===== src/rtl/spc_pkg.sv =====
`default_nettype none

package spc_pkg;

  localparam int DEF_SAMPLE_FRAC_BITS = 18;

  // Fixed field and register widths
  localparam int SAMPLE_W   = 23;
  localparam int MODE_W     = 2;
  localparam int THR_W      = 19;
  localparam int GAIN_W     = 23;
  localparam int WET_W      = 17;
  localparam int COEF_W     = 25;
  localparam int SEG_W      = 4;
  localparam int CFG_IDX_W  = 3;
  localparam int CFG_DATA_W = 25;

  // Arithmetic widths
  localparam int GR_W      = 25;
  localparam int DIV_CNT_W = 5;
  localparam int MUL_W     = 32;
  localparam int PROD_W    = 64;

  localparam logic [COEF_W-1:0] ONE_Q24 = 25'd16777216;
  localparam logic [WET_W-1:0]  WET_ONE = 17'd65536;

  // Register indexes
  localparam logic [CFG_IDX_W-1:0] REG_MODE      = 3'd0;
  localparam logic [CFG_IDX_W-1:0] REG_THRESHOLD = 3'd1;
  localparam logic [CFG_IDX_W-1:0] REG_MAKEUP    = 3'd2;
  localparam logic [CFG_IDX_W-1:0] REG_WET       = 3'd3;
  localparam logic [CFG_IDX_W-1:0] REG_ATTACK    = 3'd4;
  localparam logic [CFG_IDX_W-1:0] REG_FAST_REL  = 3'd5;
  localparam logic [CFG_IDX_W-1:0] REG_SLOW_REL  = 3'd6;

  // Mode codes; the fourth code acts as the limiter
  localparam logic [MODE_W-1:0] MODE_COMP   = 2'd0;
  localparam logic [MODE_W-1:0] MODE_BYPASS = 2'd1;
  localparam logic [MODE_W-1:0] MODE_LIMIT  = 2'd2;

  // Register reset values
  localparam logic [MODE_W-1:0] RST_MODE      = MODE_COMP;
  localparam logic [THR_W-1:0]  RST_THRESHOLD = 19'd131072;
  localparam logic [GAIN_W-1:0] RST_MAKEUP    = 23'd207243;
  localparam logic [WET_W-1:0]  RST_WET       = 17'd65536;
  localparam logic [COEF_W-1:0] RST_ATTACK    = 25'd16742282;
  localparam logic [COEF_W-1:0] RST_FAST_REL  = 25'd16771391;
  localparam logic [COEF_W-1:0] RST_SLOW_REL  = 25'd16776983;

  // Gain reduction boundaries of the meter segments, 0 to -24 dB
  localparam int METER_N = 9;
  localparam logic [GR_W-1:0] METER_BOUNDS [METER_N] = '{
    25'd14389748, 25'd10585707, 25'd7787294, 25'd5728663, 25'd4214245,
    25'd3100178, 25'd2280621, 25'd1677722, 25'd1234202
  };

  typedef enum logic [3:0] {
    ST_IDLE,
    ST_COEF,
    ST_ENV_A,
    ST_ENV_B,
    ST_ENV_UPD,
    ST_THR,
    ST_DIV,
    ST_MAKEUP,
    ST_WG,
    ST_WET,
    ST_MIX,
    ST_APPLY_L,
    ST_APPLY_R,
    ST_SAT_R,
    ST_DONE
  } state_t;

  function automatic logic [SEG_W-1:0] meter_count(input logic [GR_W-1:0] gr);
    logic [SEG_W-1:0] n;
    n = '0;
    for (int k = 0; k < METER_N; k++) begin
      if (gr <= METER_BOUNDS[k]) n = n + SEG_W'(1);
    end
    return n;
  endfunction

endpackage

`default_nettype wire


===== src/rtl/spc_div.sv =====
`default_nettype none

module spc_div #(
  parameter int SAMPLE_FRAC_BITS = spc_pkg::DEF_SAMPLE_FRAC_BITS
) (
  input  wire logic                              clk,
  input  wire logic                              rst_n,
  input  wire logic                              start,
  input  wire logic [SAMPLE_FRAC_BITS+8:0]       den,
  output logic                                   done,
  output logic [spc_pkg::GR_W-1:0]               quot
);
  import spc_pkg::*;

  localparam int F  = SAMPLE_FRAC_BITS;
  localparam int DW = F + 9;
  localparam int NW = F + 25;
  localparam logic [DIV_CNT_W-1:0] LAST = DIV_CNT_W'(GR_W - 1);

  logic [NW-1:0]        num;
  logic [DW-1:0]        den_r;
  logic [DW-1:0]        rem_r;
  logic [DW-1:0]        rem_nxt;
  logic [GR_W-1:0]      q_r;
  logic [DIV_CNT_W-1:0] cnt_r;
  logic                 busy_r;
  logic                 done_r;
  logic [DW:0]          rem_sh;
  logic [DW:0]          rem_sub;
  logic                 ge;

  // Round half up: divide 2^(F+24) + den/2 by den
  assign num = (NW'(1) << (F + 24)) + NW'(den >> 1);

  // The quotient fits in GR_W bits, so the top of the numerator is already below den
  assign rem_sh  = {rem_r, q_r[GR_W-1]};
  assign rem_sub = rem_sh - {1'b0, den_r};
  assign ge      = rem_sh >= {1'b0, den_r};
  assign rem_nxt = ge ? rem_sub[DW-1:0] : rem_sh[DW-1:0];

  always_ff @(posedge clk) begin
    if (start) begin
      den_r <= den;
      rem_r <= DW'(num[NW-1:GR_W]);
      q_r   <= num[GR_W-1:0];
      cnt_r <= '0;
    end else if (busy_r) begin
      rem_r <= rem_nxt;
      q_r   <= {q_r[GR_W-2:0], ge};
      cnt_r <= cnt_r + DIV_CNT_W'(1);
    end
  end

  always_ff @(posedge clk) begin
    if (!rst_n) begin
      busy_r <= 1'b0;
      done_r <= 1'b0;
    end else begin
      done_r <= busy_r && (cnt_r == LAST);
      if (start) begin
        busy_r <= 1'b1;
      end else if (busy_r && (cnt_r == LAST)) begin
        busy_r <= 1'b0;
      end
    end
  end

  assign done = done_r;
  assign quot = q_r;

  a_start_idle: assert property (@(posedge clk) disable iff (!rst_n)
    start |-> !busy_r)
    else $error("divider started while busy");

  a_quot_range: assert property (@(posedge clk) disable iff (!rst_n)
    done_r |-> (q_r <= ONE_Q24))
    else $error("gain reduction above unity");

  a_done_pulse: assert property (@(posedge clk) disable iff (!rst_n)
    done_r |=> !done_r)
    else $error("divider done held longer than one cycle");

endmodule

`default_nettype wire


===== src/rtl/stereo_peak_compressor.sv =====
`default_nettype none

// Stereo feedforward compressor: one request is a stereo sample pair, one result
// is the processed pair with a clip flag and a 0..9 segment reduction meter.
// Items are processed one at a time through a single shared 32x32 multiplier
// and a 25-step restoring divider under a small sequencer. From acceptance to
// the output register a bypass item goes straight to the final state, while
// other items pass the coefficient, envelope, threshold, gain, mix and apply
// states, with the divider wait added above threshold. The next request is
// accepted as soon as the previous result has moved to the output register.
// Configuration registers are written through cfg_we/cfg_index/cfg_wdata.

module stereo_peak_compressor #(
  parameter int SAMPLE_FRAC_BITS = spc_pkg::DEF_SAMPLE_FRAC_BITS
) (
  input  wire logic                                  clk,
  input  wire logic                                  rst_n,
  input  wire logic                                  cfg_we,
  input  wire logic [spc_pkg::CFG_IDX_W-1:0]         cfg_index,
  input  wire logic [spc_pkg::CFG_DATA_W-1:0]        cfg_wdata,
  input  wire logic                                  in_valid,
  output logic                                       in_stall,
  input  wire logic signed [spc_pkg::SAMPLE_W-1:0]   in_left_sample,
  input  wire logic signed [spc_pkg::SAMPLE_W-1:0]   in_right_sample,
  output logic                                       out_valid,
  input  wire logic                                  out_stall,
  output logic signed [spc_pkg::SAMPLE_W-1:0]        out_left_out,
  output logic signed [spc_pkg::SAMPLE_W-1:0]        out_right_out,
  output logic                                       out_clip_flag,
  output logic [spc_pkg::SEG_W-1:0]                  out_meter_segments
);
  import spc_pkg::*;

  localparam int F  = SAMPLE_FRAC_BITS;
  localparam int EW = F + 4;
  localparam int SW = (F + 6 > SAMPLE_W + 1) ? F + 6 : SAMPLE_W + 1;
  localparam int DW = F + 9;
  localparam int CW = (EW > THR_W) ? EW : THR_W;
  localparam int MW = PROD_W - 24;

  localparam logic [EW-1:0]        VMAX_E  = EW'(64'd10 << F);
  localparam logic signed [SW-1:0] VMAX_S  = SW'(64'd10 << F);
  localparam logic [EW-1:0]        V_TENTH = EW'(((64'd1 << F) + 64'd5) / 64'd10);
  localparam logic [EW-1:0]        V_CLIP  = EW'(((64'd99 << F) + 64'd5) / 64'd10);
  localparam logic [PROD_W-1:0]    HALF16  = PROD_W'(64'd1 << 15);
  localparam logic [PROD_W-1:0]    HALF24  = PROD_W'(64'd1 << 23);

  // Configuration registers
  logic [MODE_W-1:0] mode_r;
  logic [THR_W-1:0]  thr_r;
  logic [GAIN_W-1:0] makeup_r;
  logic [WET_W-1:0]  wet_r;
  logic [COEF_W-1:0] attack_r;
  logic [COEF_W-1:0] fast_rel_r;
  logic [COEF_W-1:0] slow_rel_r;

  state_t state_r;
  state_t state_nxt;

  logic signed [SW-1:0] l_r;
  logic signed [SW-1:0] r_r;
  logic                 byp_r;
  logic [EW-1:0]        rect_r;
  logic [EW-1:0]        env_r;
  logic [COEF_W-1:0]    c_r;
  logic [PROD_W-1:0]    prod_r;
  logic [PROD_W-1:0]    acc_r;
  logic [GR_W-1:0]      gr_r;
  logic [MUL_W-1:0]     wg_r;
  logic [MUL_W-1:0]     t_r;
  logic [EW-1:0]        lmag_r;
  logic [EW-1:0]        rmag_r;
  logic                 out_valid_r;
  logic signed [SAMPLE_W-1:0] out_left_r;
  logic signed [SAMPLE_W-1:0] out_right_r;
  logic                 out_clip_r;
  logic [SEG_W-1:0]     out_seg_r;

  logic                 in_accept;
  logic                 out_load;
  logic signed [SW-1:0] in_l_x;
  logic signed [SW-1:0] in_r_x;
  logic signed [SW-1:0] in_l_c;
  logic signed [SW-1:0] in_r_c;
  logic signed [SW-1:0] in_sum;
  logic [SW-1:0]        in_sum_abs;
  logic [COEF_W-1:0]    c_raw;
  logic [COEF_W-1:0]    c_sel;
  logic [COEF_W-1:0]    one_minus_c;
  logic [PROD_W-1:0]    env_sum;
  logic                 over;
  logic [EW-1:0]        diff;
  logic [DW-1:0]        den_calc;
  logic [WET_W-1:0]     wet_sat;
  logic [PROD_W-1:0]    wg_sum;
  logic [PROD_W-1:0]    mix_sum;
  logic [PROD_W-1:0]    rnd;
  logic [MW-1:0]        m_full;
  logic [EW-1:0]        m_sat;
  logic [SW-1:0]        l_abs;
  logic [SW-1:0]        r_abs;
  logic signed [SW-1:0] lo_s;
  logic signed [SW-1:0] ro_s;
  logic [MUL_W-1:0]     mul_a;
  logic [MUL_W-1:0]     mul_b;
  logic                 div_start;
  logic                 div_done;
  logic [GR_W-1:0]      div_quot;

  // Configuration port
  always_ff @(posedge clk) begin
    if (!rst_n) begin
      mode_r     <= RST_MODE;
      thr_r      <= RST_THRESHOLD;
      makeup_r   <= RST_MAKEUP;
      wet_r      <= RST_WET;
      attack_r   <= RST_ATTACK;
      fast_rel_r <= RST_FAST_REL;
      slow_rel_r <= RST_SLOW_REL;
    end else if (cfg_we) begin
      unique case (cfg_index)
        REG_MODE:      mode_r     <= cfg_wdata[MODE_W-1:0];
        REG_THRESHOLD: thr_r      <= cfg_wdata[THR_W-1:0];
        REG_MAKEUP:    makeup_r   <= cfg_wdata[GAIN_W-1:0];
        REG_WET:       wet_r      <= cfg_wdata[WET_W-1:0];
        REG_ATTACK:    attack_r   <= cfg_wdata[COEF_W-1:0];
        REG_FAST_REL:  fast_rel_r <= cfg_wdata[COEF_W-1:0];
        REG_SLOW_REL:  slow_rel_r <= cfg_wdata[COEF_W-1:0];
        default: ;
      endcase
    end
  end

  // Input clamp and rectified mono mix
  assign in_l_x     = SW'(in_left_sample);
  assign in_r_x     = SW'(in_right_sample);
  assign in_l_c     = (in_l_x > VMAX_S) ? VMAX_S : ((in_l_x < -VMAX_S) ? -VMAX_S : in_l_x);
  assign in_r_c     = (in_r_x > VMAX_S) ? VMAX_S : ((in_r_x < -VMAX_S) ? -VMAX_S : in_r_x);
  assign in_sum     = in_l_c + in_r_c;
  assign in_sum_abs = (in_sum < 0) ? SW'(-in_sum) : SW'(in_sum);

  assign in_stall  = (state_r != ST_IDLE);
  assign in_accept = in_valid && !in_stall;
  assign out_load  = (state_r == ST_DONE) && (!out_valid_r || !out_stall);

  // Coefficient choice: attack on a rise, release by envelope level
  always_comb begin
    priority if (rect_r > env_r) begin
      c_raw = attack_r;
    end else if (env_r > V_TENTH) begin
      c_raw = fast_rel_r;
    end else begin
      c_raw = slow_rel_r;
    end
    c_sel = (c_raw > ONE_Q24) ? ONE_Q24 : c_raw;
  end

  assign one_minus_c = ONE_Q24 - c_r;
  assign env_sum     = acc_r + prod_r + HALF24;

  assign over     = CW'(env_r) > CW'(thr_r);
  assign diff     = env_r - EW'(thr_r);
  assign den_calc = DW'(64'd1 << F) +
                    ((mode_r == MODE_COMP) ? (DW'(diff) << 1)
                                           : ((DW'(diff) << 3) + DW'(diff)));

  assign wet_sat = (wet_r > WET_ONE) ? WET_ONE : wet_r;
  assign wg_sum  = prod_r + HALF16;
  assign mix_sum = (PROD_W'(WET_ONE - wet_sat) << 24) + prod_r + HALF16;

  // Round and saturate a scaled magnitude
  assign rnd    = prod_r + HALF24;
  assign m_full = rnd[PROD_W-1:24];
  assign m_sat  = (m_full > MW'(VMAX_E)) ? VMAX_E : m_full[EW-1:0];

  assign l_abs = (l_r < 0) ? SW'(-l_r) : SW'(l_r);
  assign r_abs = (r_r < 0) ? SW'(-r_r) : SW'(r_r);
  assign lo_s  = (l_r < 0) ? -$signed(SW'(lmag_r)) : $signed(SW'(lmag_r));
  assign ro_s  = (r_r < 0) ? -$signed(SW'(rmag_r)) : $signed(SW'(rmag_r));

  // Next state
  always_comb begin
    state_nxt = state_r;
    unique case (state_r)
      ST_IDLE: begin
        if (in_accept) state_nxt = (mode_r == MODE_BYPASS) ? ST_DONE : ST_COEF;
      end
      ST_COEF:    state_nxt = ST_ENV_A;
      ST_ENV_A:   state_nxt = ST_ENV_B;
      ST_ENV_B:   state_nxt = ST_ENV_UPD;
      ST_ENV_UPD: state_nxt = ST_THR;
      ST_THR:     state_nxt = over ? ST_DIV : ST_MAKEUP;
      ST_DIV: begin
        if (div_done) state_nxt = ST_MAKEUP;
      end
      ST_MAKEUP:  state_nxt = ST_WG;
      ST_WG:      state_nxt = ST_WET;
      ST_WET:     state_nxt = ST_MIX;
      ST_MIX:     state_nxt = ST_APPLY_L;
      ST_APPLY_L: state_nxt = ST_APPLY_R;
      ST_APPLY_R: state_nxt = ST_SAT_R;
      ST_SAT_R:   state_nxt = ST_DONE;
      ST_DONE: begin
        if (out_load) state_nxt = ST_IDLE;
      end
      default:    state_nxt = ST_IDLE;
    endcase
  end

  // Shared multiplier operands and divider start
  always_comb begin
    mul_a     = '0;
    mul_b     = '0;
    div_start = 1'b0;
    unique case (state_r)
      ST_ENV_A: begin
        mul_a = MUL_W'(c_r);
        mul_b = MUL_W'(env_r);
      end
      ST_ENV_B: begin
        mul_a = MUL_W'(one_minus_c);
        mul_b = MUL_W'(rect_r);
      end
      ST_THR: begin
        div_start = over;
      end
      ST_MAKEUP: begin
        mul_a = MUL_W'(gr_r);
        mul_b = MUL_W'(makeup_r);
      end
      ST_WET: begin
        mul_a = wg_r;
        mul_b = MUL_W'(wet_sat);
      end
      ST_APPLY_L: begin
        mul_a = MUL_W'(l_abs[EW-1:0]);
        mul_b = t_r;
      end
      ST_APPLY_R: begin
        mul_a = MUL_W'(r_abs[EW-1:0]);
        mul_b = t_r;
      end
      default: ;
    endcase
  end

  always_ff @(posedge clk) begin
    if (!rst_n) begin
      state_r <= ST_IDLE;
    end else begin
      state_r <= state_nxt;
    end
  end

  // Envelope state
  always_ff @(posedge clk) begin
    if (!rst_n) begin
      env_r <= '0;
    end else if (state_r == ST_ENV_UPD) begin
      env_r <= env_sum[EW+23:24];
    end
  end

  // Datapath registers
  always_ff @(posedge clk) begin
    prod_r <= PROD_W'(mul_a) * PROD_W'(mul_b);
    if (in_accept) begin
      l_r    <= in_l_c;
      r_r    <= in_r_c;
      byp_r  <= (mode_r == MODE_BYPASS);
      rect_r <= in_sum_abs[EW:1];
    end
    unique case (state_r)
      ST_COEF:    c_r <= c_sel;
      ST_ENV_B:   acc_r <= prod_r;
      ST_THR: begin
        if (!over) gr_r <= ONE_Q24;
      end
      ST_DIV: begin
        if (div_done) gr_r <= div_quot;
      end
      ST_WG:      wg_r <= wg_sum[16 +: MUL_W];
      ST_MIX:     t_r <= mix_sum[16 +: MUL_W];
      ST_APPLY_R: lmag_r <= m_sat;
      ST_SAT_R:   rmag_r <= m_sat;
      default: ;
    endcase
  end

  // Output register
  always_ff @(posedge clk) begin
    if (!rst_n) begin
      out_valid_r <= 1'b0;
    end else if (out_load) begin
      out_valid_r <= 1'b1;
    end else if (!out_stall) begin
      out_valid_r <= 1'b0;
    end
  end

  always_ff @(posedge clk) begin
    if (out_load) begin
      if (byp_r) begin
        out_left_r  <= l_r[SAMPLE_W-1:0];
        out_right_r <= r_r[SAMPLE_W-1:0];
        out_clip_r  <= 1'b0;
        out_seg_r   <= '0;
      end else begin
        out_left_r  <= lo_s[SAMPLE_W-1:0];
        out_right_r <= ro_s[SAMPLE_W-1:0];
        out_clip_r  <= (lmag_r >= V_CLIP) || (rmag_r >= V_CLIP);
        out_seg_r   <= meter_count(gr_r);
      end
    end
  end

  assign out_valid          = out_valid_r;
  assign out_left_out       = out_left_r;
  assign out_right_out      = out_right_r;
  assign out_clip_flag      = out_clip_r;
  assign out_meter_segments = out_seg_r;

  spc_div #(
    .SAMPLE_FRAC_BITS(SAMPLE_FRAC_BITS)
  ) u_div (
    .clk   (clk),
    .rst_n (rst_n),
    .start (div_start),
    .den   (den_calc),
    .done  (div_done),
    .quot  (div_quot)
  );

  a_env_range: assert property (@(posedge clk) disable iff (!rst_n)
    env_r <= VMAX_E)
    else $error("envelope above full scale");

  a_div_state: assert property (@(posedge clk) disable iff (!rst_n)
    div_done |-> (state_r == ST_DIV))
    else $error("divider result outside its wait state");

  a_load_src: assert property (@(posedge clk) disable iff (!rst_n)
    $rose(out_valid_r) |-> ($past(state_r) == ST_DONE))
    else $error("result loaded outside the final state");

endmodule

`default_nettype wire

===== config.mk =====
export PLATFORM = sky130hd
export DESIGN_NAME = stereo_peak_compressor
export DESIGN_NICKNAME = d
export VERILOG_FILES = /design/src/rtl/spc_pkg.sv /design/src/rtl/spc_div.sv /design/src/rtl/stereo_peak_compressor.sv
export SDC_FILE = /design/constraint.sdc
export NUM_CORES = 2
export LEC_CHECK = 0
export BUFFER_PORTS_ARGS = -buffer_cell sky130_fd_sc_hd__clkbuf_2
export CAP_MARGIN = 20
export CORE_UTILIZATION = 35
export CTS_CLUSTER_DIAMETER = 40
export DETAILED_ROUTE_END_ITERATION = 7
export PLACE_DENSITY = 0.55
export SYNTH_ARGS = -nofsm -noshare
export SYNTH_HDL_FRONTEND = slang
export SYNTH_SLANG_ARGS = --single-unit

===== constraint.sdc =====
create_clock -name clk -period 12.4 [get_ports clk]
set_input_delay 1.86 -clock clk [delete_from_list [all_inputs] [get_ports clk]]
set_output_delay 1.86 -clock clk [all_outputs]
set_load 0.02 [all_outputs]

==> key figures <==
Outcome
  – Run status: complete, no violations

Cells and area
  – Final core occ: 39.76%
  – Nets: 9453
  – Commonest cells after routing, fill and taps aside: 1152 x inv_1, 1008 x nand2_1, 900 x fa_1
  – Fillers: 19800
  – Commonest non-fill, non-tap cell in the layout: inv_1
  – Area delta synth->final: 12.53%
  – Fin area: 78740 um^2
  – Share of layout cells above drive strength 1: 8.091%

Routing
  – WL final: 257700 um
  – Final antenna-violating net count: 0
  – Vias per cell: 5.353
  – Vias: 57290
  – First-pass iteration count of the detailed router: 8
  – Routed WL per cell: 24.08 um
  – # DRC: 0
  – Drt initial violations: 5901

Flow run
  – Max Cap Viol: 0

Clock network
  – Worst-path clk slew: 0.06 ns
  – Clock Root Buffer: clkbuf_16
  – TritonCTS clock tree: built
  – Num CTS Buffers: 103
  – CTS Hold Bufs: 0
  – # clock sinks: 637
  – Worst-skew pair later-pin latency: 0.73 ns
  – H-tree levels: 3
  – Bufs on Longest Clock Path: 3

Power and ir drop
  – Power share of the combinational group: 44.3%
  – Register share of total power: 26.0%
  – Switching part of the total: 41.06%
  – Psw: 4.282 mW
  – Internal power: 6.146 mW
  – Leakage: 35.25 nW
  – Power per cell area: 132.4 nW/um^2
  – Overall power: 10.43 mW
  – VDD IR max: 0.1938 mV
  – Clk pwr share: 29.7%

Placed design
  – Post-DP HPWL: 205700 um
  – Dpl cell area: 74910 um^2
  – GP Congestion: 1.007
  – Port bufs: 131

Worst setup path
  – CP bufs+invs: 5
  – Worst Setup End Kind: flop
  – Worst path slowest cell: a2111o_1
  – R2R Path Start: c_r[7]
  – CP Launch Point: c_r[7]
  – Data arrival time of the worst path: 12.57 ns
  – CP delay by family, top: adder cells
  – CP peak stage delay: 0.91 ns
  – Max Fanout on Critical Path: 12
  – Most used cell, CP: fa_1
  – Worst setup SP type: flop
  – CP Class: reg -> reg
  – Required time of the critical path: 13.04 ns

Synth
  – Post-synth EDFFs: 394
  – Distinct cells, synth: 101
  – Mapped Cells: 7758
  – Post-synth ARST share: 0%
  – Mapped cell area: 69970 um^2
  – Post-synth top area cell: fa_1
  – Yosys top cell area share: 25.75%
  – Avg Synthesized Cell Area: 9.020 um^2
  – Post-synthesis sequential area ratio: 23.86%
  – Synth warnings: 0
  – Yosys reg bits: 637
  – Top_reg_cell synth: edfxtp_1
  – Ranking of synthesized cells by area: fa_1 26%, edfxtp_1 17%, ha_1 9.1%, dfxtp_1 7.0%, inv_1 6.2%

Die
  – Core Footprint: 198000 um^2
  – IO Count: 132
  – Die width: 449.1 um
  – Row count: 163
  – Die Area: 201700 um^2
  – Die Height: 449.1 um
  – Starting Density: 35.33%

Worst hold path
  – Min-delay src: prod_r[10]
  – Hold Crit Class: reg -> reg

STA
  – Final setup viols: 0
  – Final min period: 11.93 ns
  – Worst slew pin tran: 1.121 ns
  – Relative slew slack: 24.81%
  – Fmax: 83.79 MHz
  – Hold Fails Final Rpt: 0
  – Fin. max-slew vios: 0
  – Setup_tns: 0 ns
  – RSZ-0062 raised after global routing: false
  – Final clock skew: 0.07409 ns
  – Fin crit share: 96.24%

Global route
  – Largest net degree at the start of global routing: 96
  – Initial antenna violation count: 14
  – GR Overflow Total: 0
  – Total track usage: 25.37%
  – Vias in the first global route: 57290
  – Global-route wire length before repair: 382100 um
==> synth_stat cells (all sizes together) (171+ instances only) <==
cell,number
nor2,841
xnor2,218
ha,507
edfxtp,394
o21ai,249
a21oi,320
nand3,171
dfxtp,243
nand2,1009
inv,1155
fa,900
clkbuf,298
==> sequential cells by signal, indices dropped and copies added (netlist names), 25 cells and up <==
name,count
fast_rel_r,25
prod_r,64
attack_r,25
u_div.quot,25
acc_r,46
u_div.rem_r,27
wg_r,32
slow_rel_r,25
c_r,25
gr_r,25
t_r,32
u_div.den_r,27
==> worst register-to-register path: cells and delay by family (launching register included) <==
kind,cells,cell delay (ns)
buffers and inverters,5,0.28
and+or+nand+nor,10,3.16
adders and majority gates,9,4.50
xor gates and xnor gates,2,0.47
DFF,1,0.47
AOI/OAI and AO/OA,8,2.98
==> power by group through the flow <==
stage	registers, mW	logic, mW	clock network (mW)
4_1_cts	2.70	4.40	3.14
3_5_place_dp	2.74	4.36	0
2_1_floorplan	2.61	3.26	0
3_3_place_gp	2.74	4.34	0
5_1_grt	2.72	5.15	3.22
6_report	2.71	4.62	3.10
==> path summary, 6_finish.rpt <==
kind                                   end  slack, ns  cells past startpoint
worst max-delay path            prod_r[56]       0.47                     34
worst min-delay path             acc_r[10]       0.44                      0
worst max register to register  prod_r[56]       0.47                     34
worst min register to register   acc_r[10]       0.44                      0
==> per-stage QoR <==
stage                     hold slack (ns)  std cells  setup WS [ns]
after CTS                          0.4444      10690         0.5572
after detailed placement           0.4219      10500         0.6180
after floorplan                    0.4087       7895          1.766
final                              0.4372      10700         0.4659
after global placement             0.4239      10490         0.7730
after global routing               0.4563      10700        0.03504
==> cell families after synthesis <==
kind of cell	synth area share, %
buffers and inverters	8.252
AOI/OAI and AO/OA	10.56
and+or+nand+nor	16.82
DFF	23.86
adders and majority gates	34.81
other	0.01073
xor gates and xnor gates	4.828
muxes	0.8565
==> layout make-up <==
| type | instances | area (um^2) | share of cell area (%) |
|---|---|---|---|
| Timing Repair Buffer | 329 | 2307 | 2.930 |
| Tap cell | 2640 | 3303 | 4.195 |
| Sequential cell | 637 | 16700 | 21.20 |
| Clock buffer | 117 | 2703 | 3.432 |
| Clock inverter | 79 | 1016 | 1.290 |
| Inverter | 1155 | 4337 | 5.507 |
| Antenna cell | 4 | 10.01 | 0.01271 |
| Multi-Input combinational cell | 5741 | 48370 | 61.43 |
==> repair_timing <==
action	4_1_cts	5_1_grt
gates resized for setup	0	1
buffers inserted	0	2
endpoints found under the setup margin	0	2
==> metal layers <==
layer	track usage, %	up-vias	routed length, um
li1	-	25680	-
met1	35.56	28740	112800
met2	38.86	2393	113500
met3	4.229	477	20250
met4	9.994	0	11230
met5	0	-	0
Power figures use the tool's default switching activity.
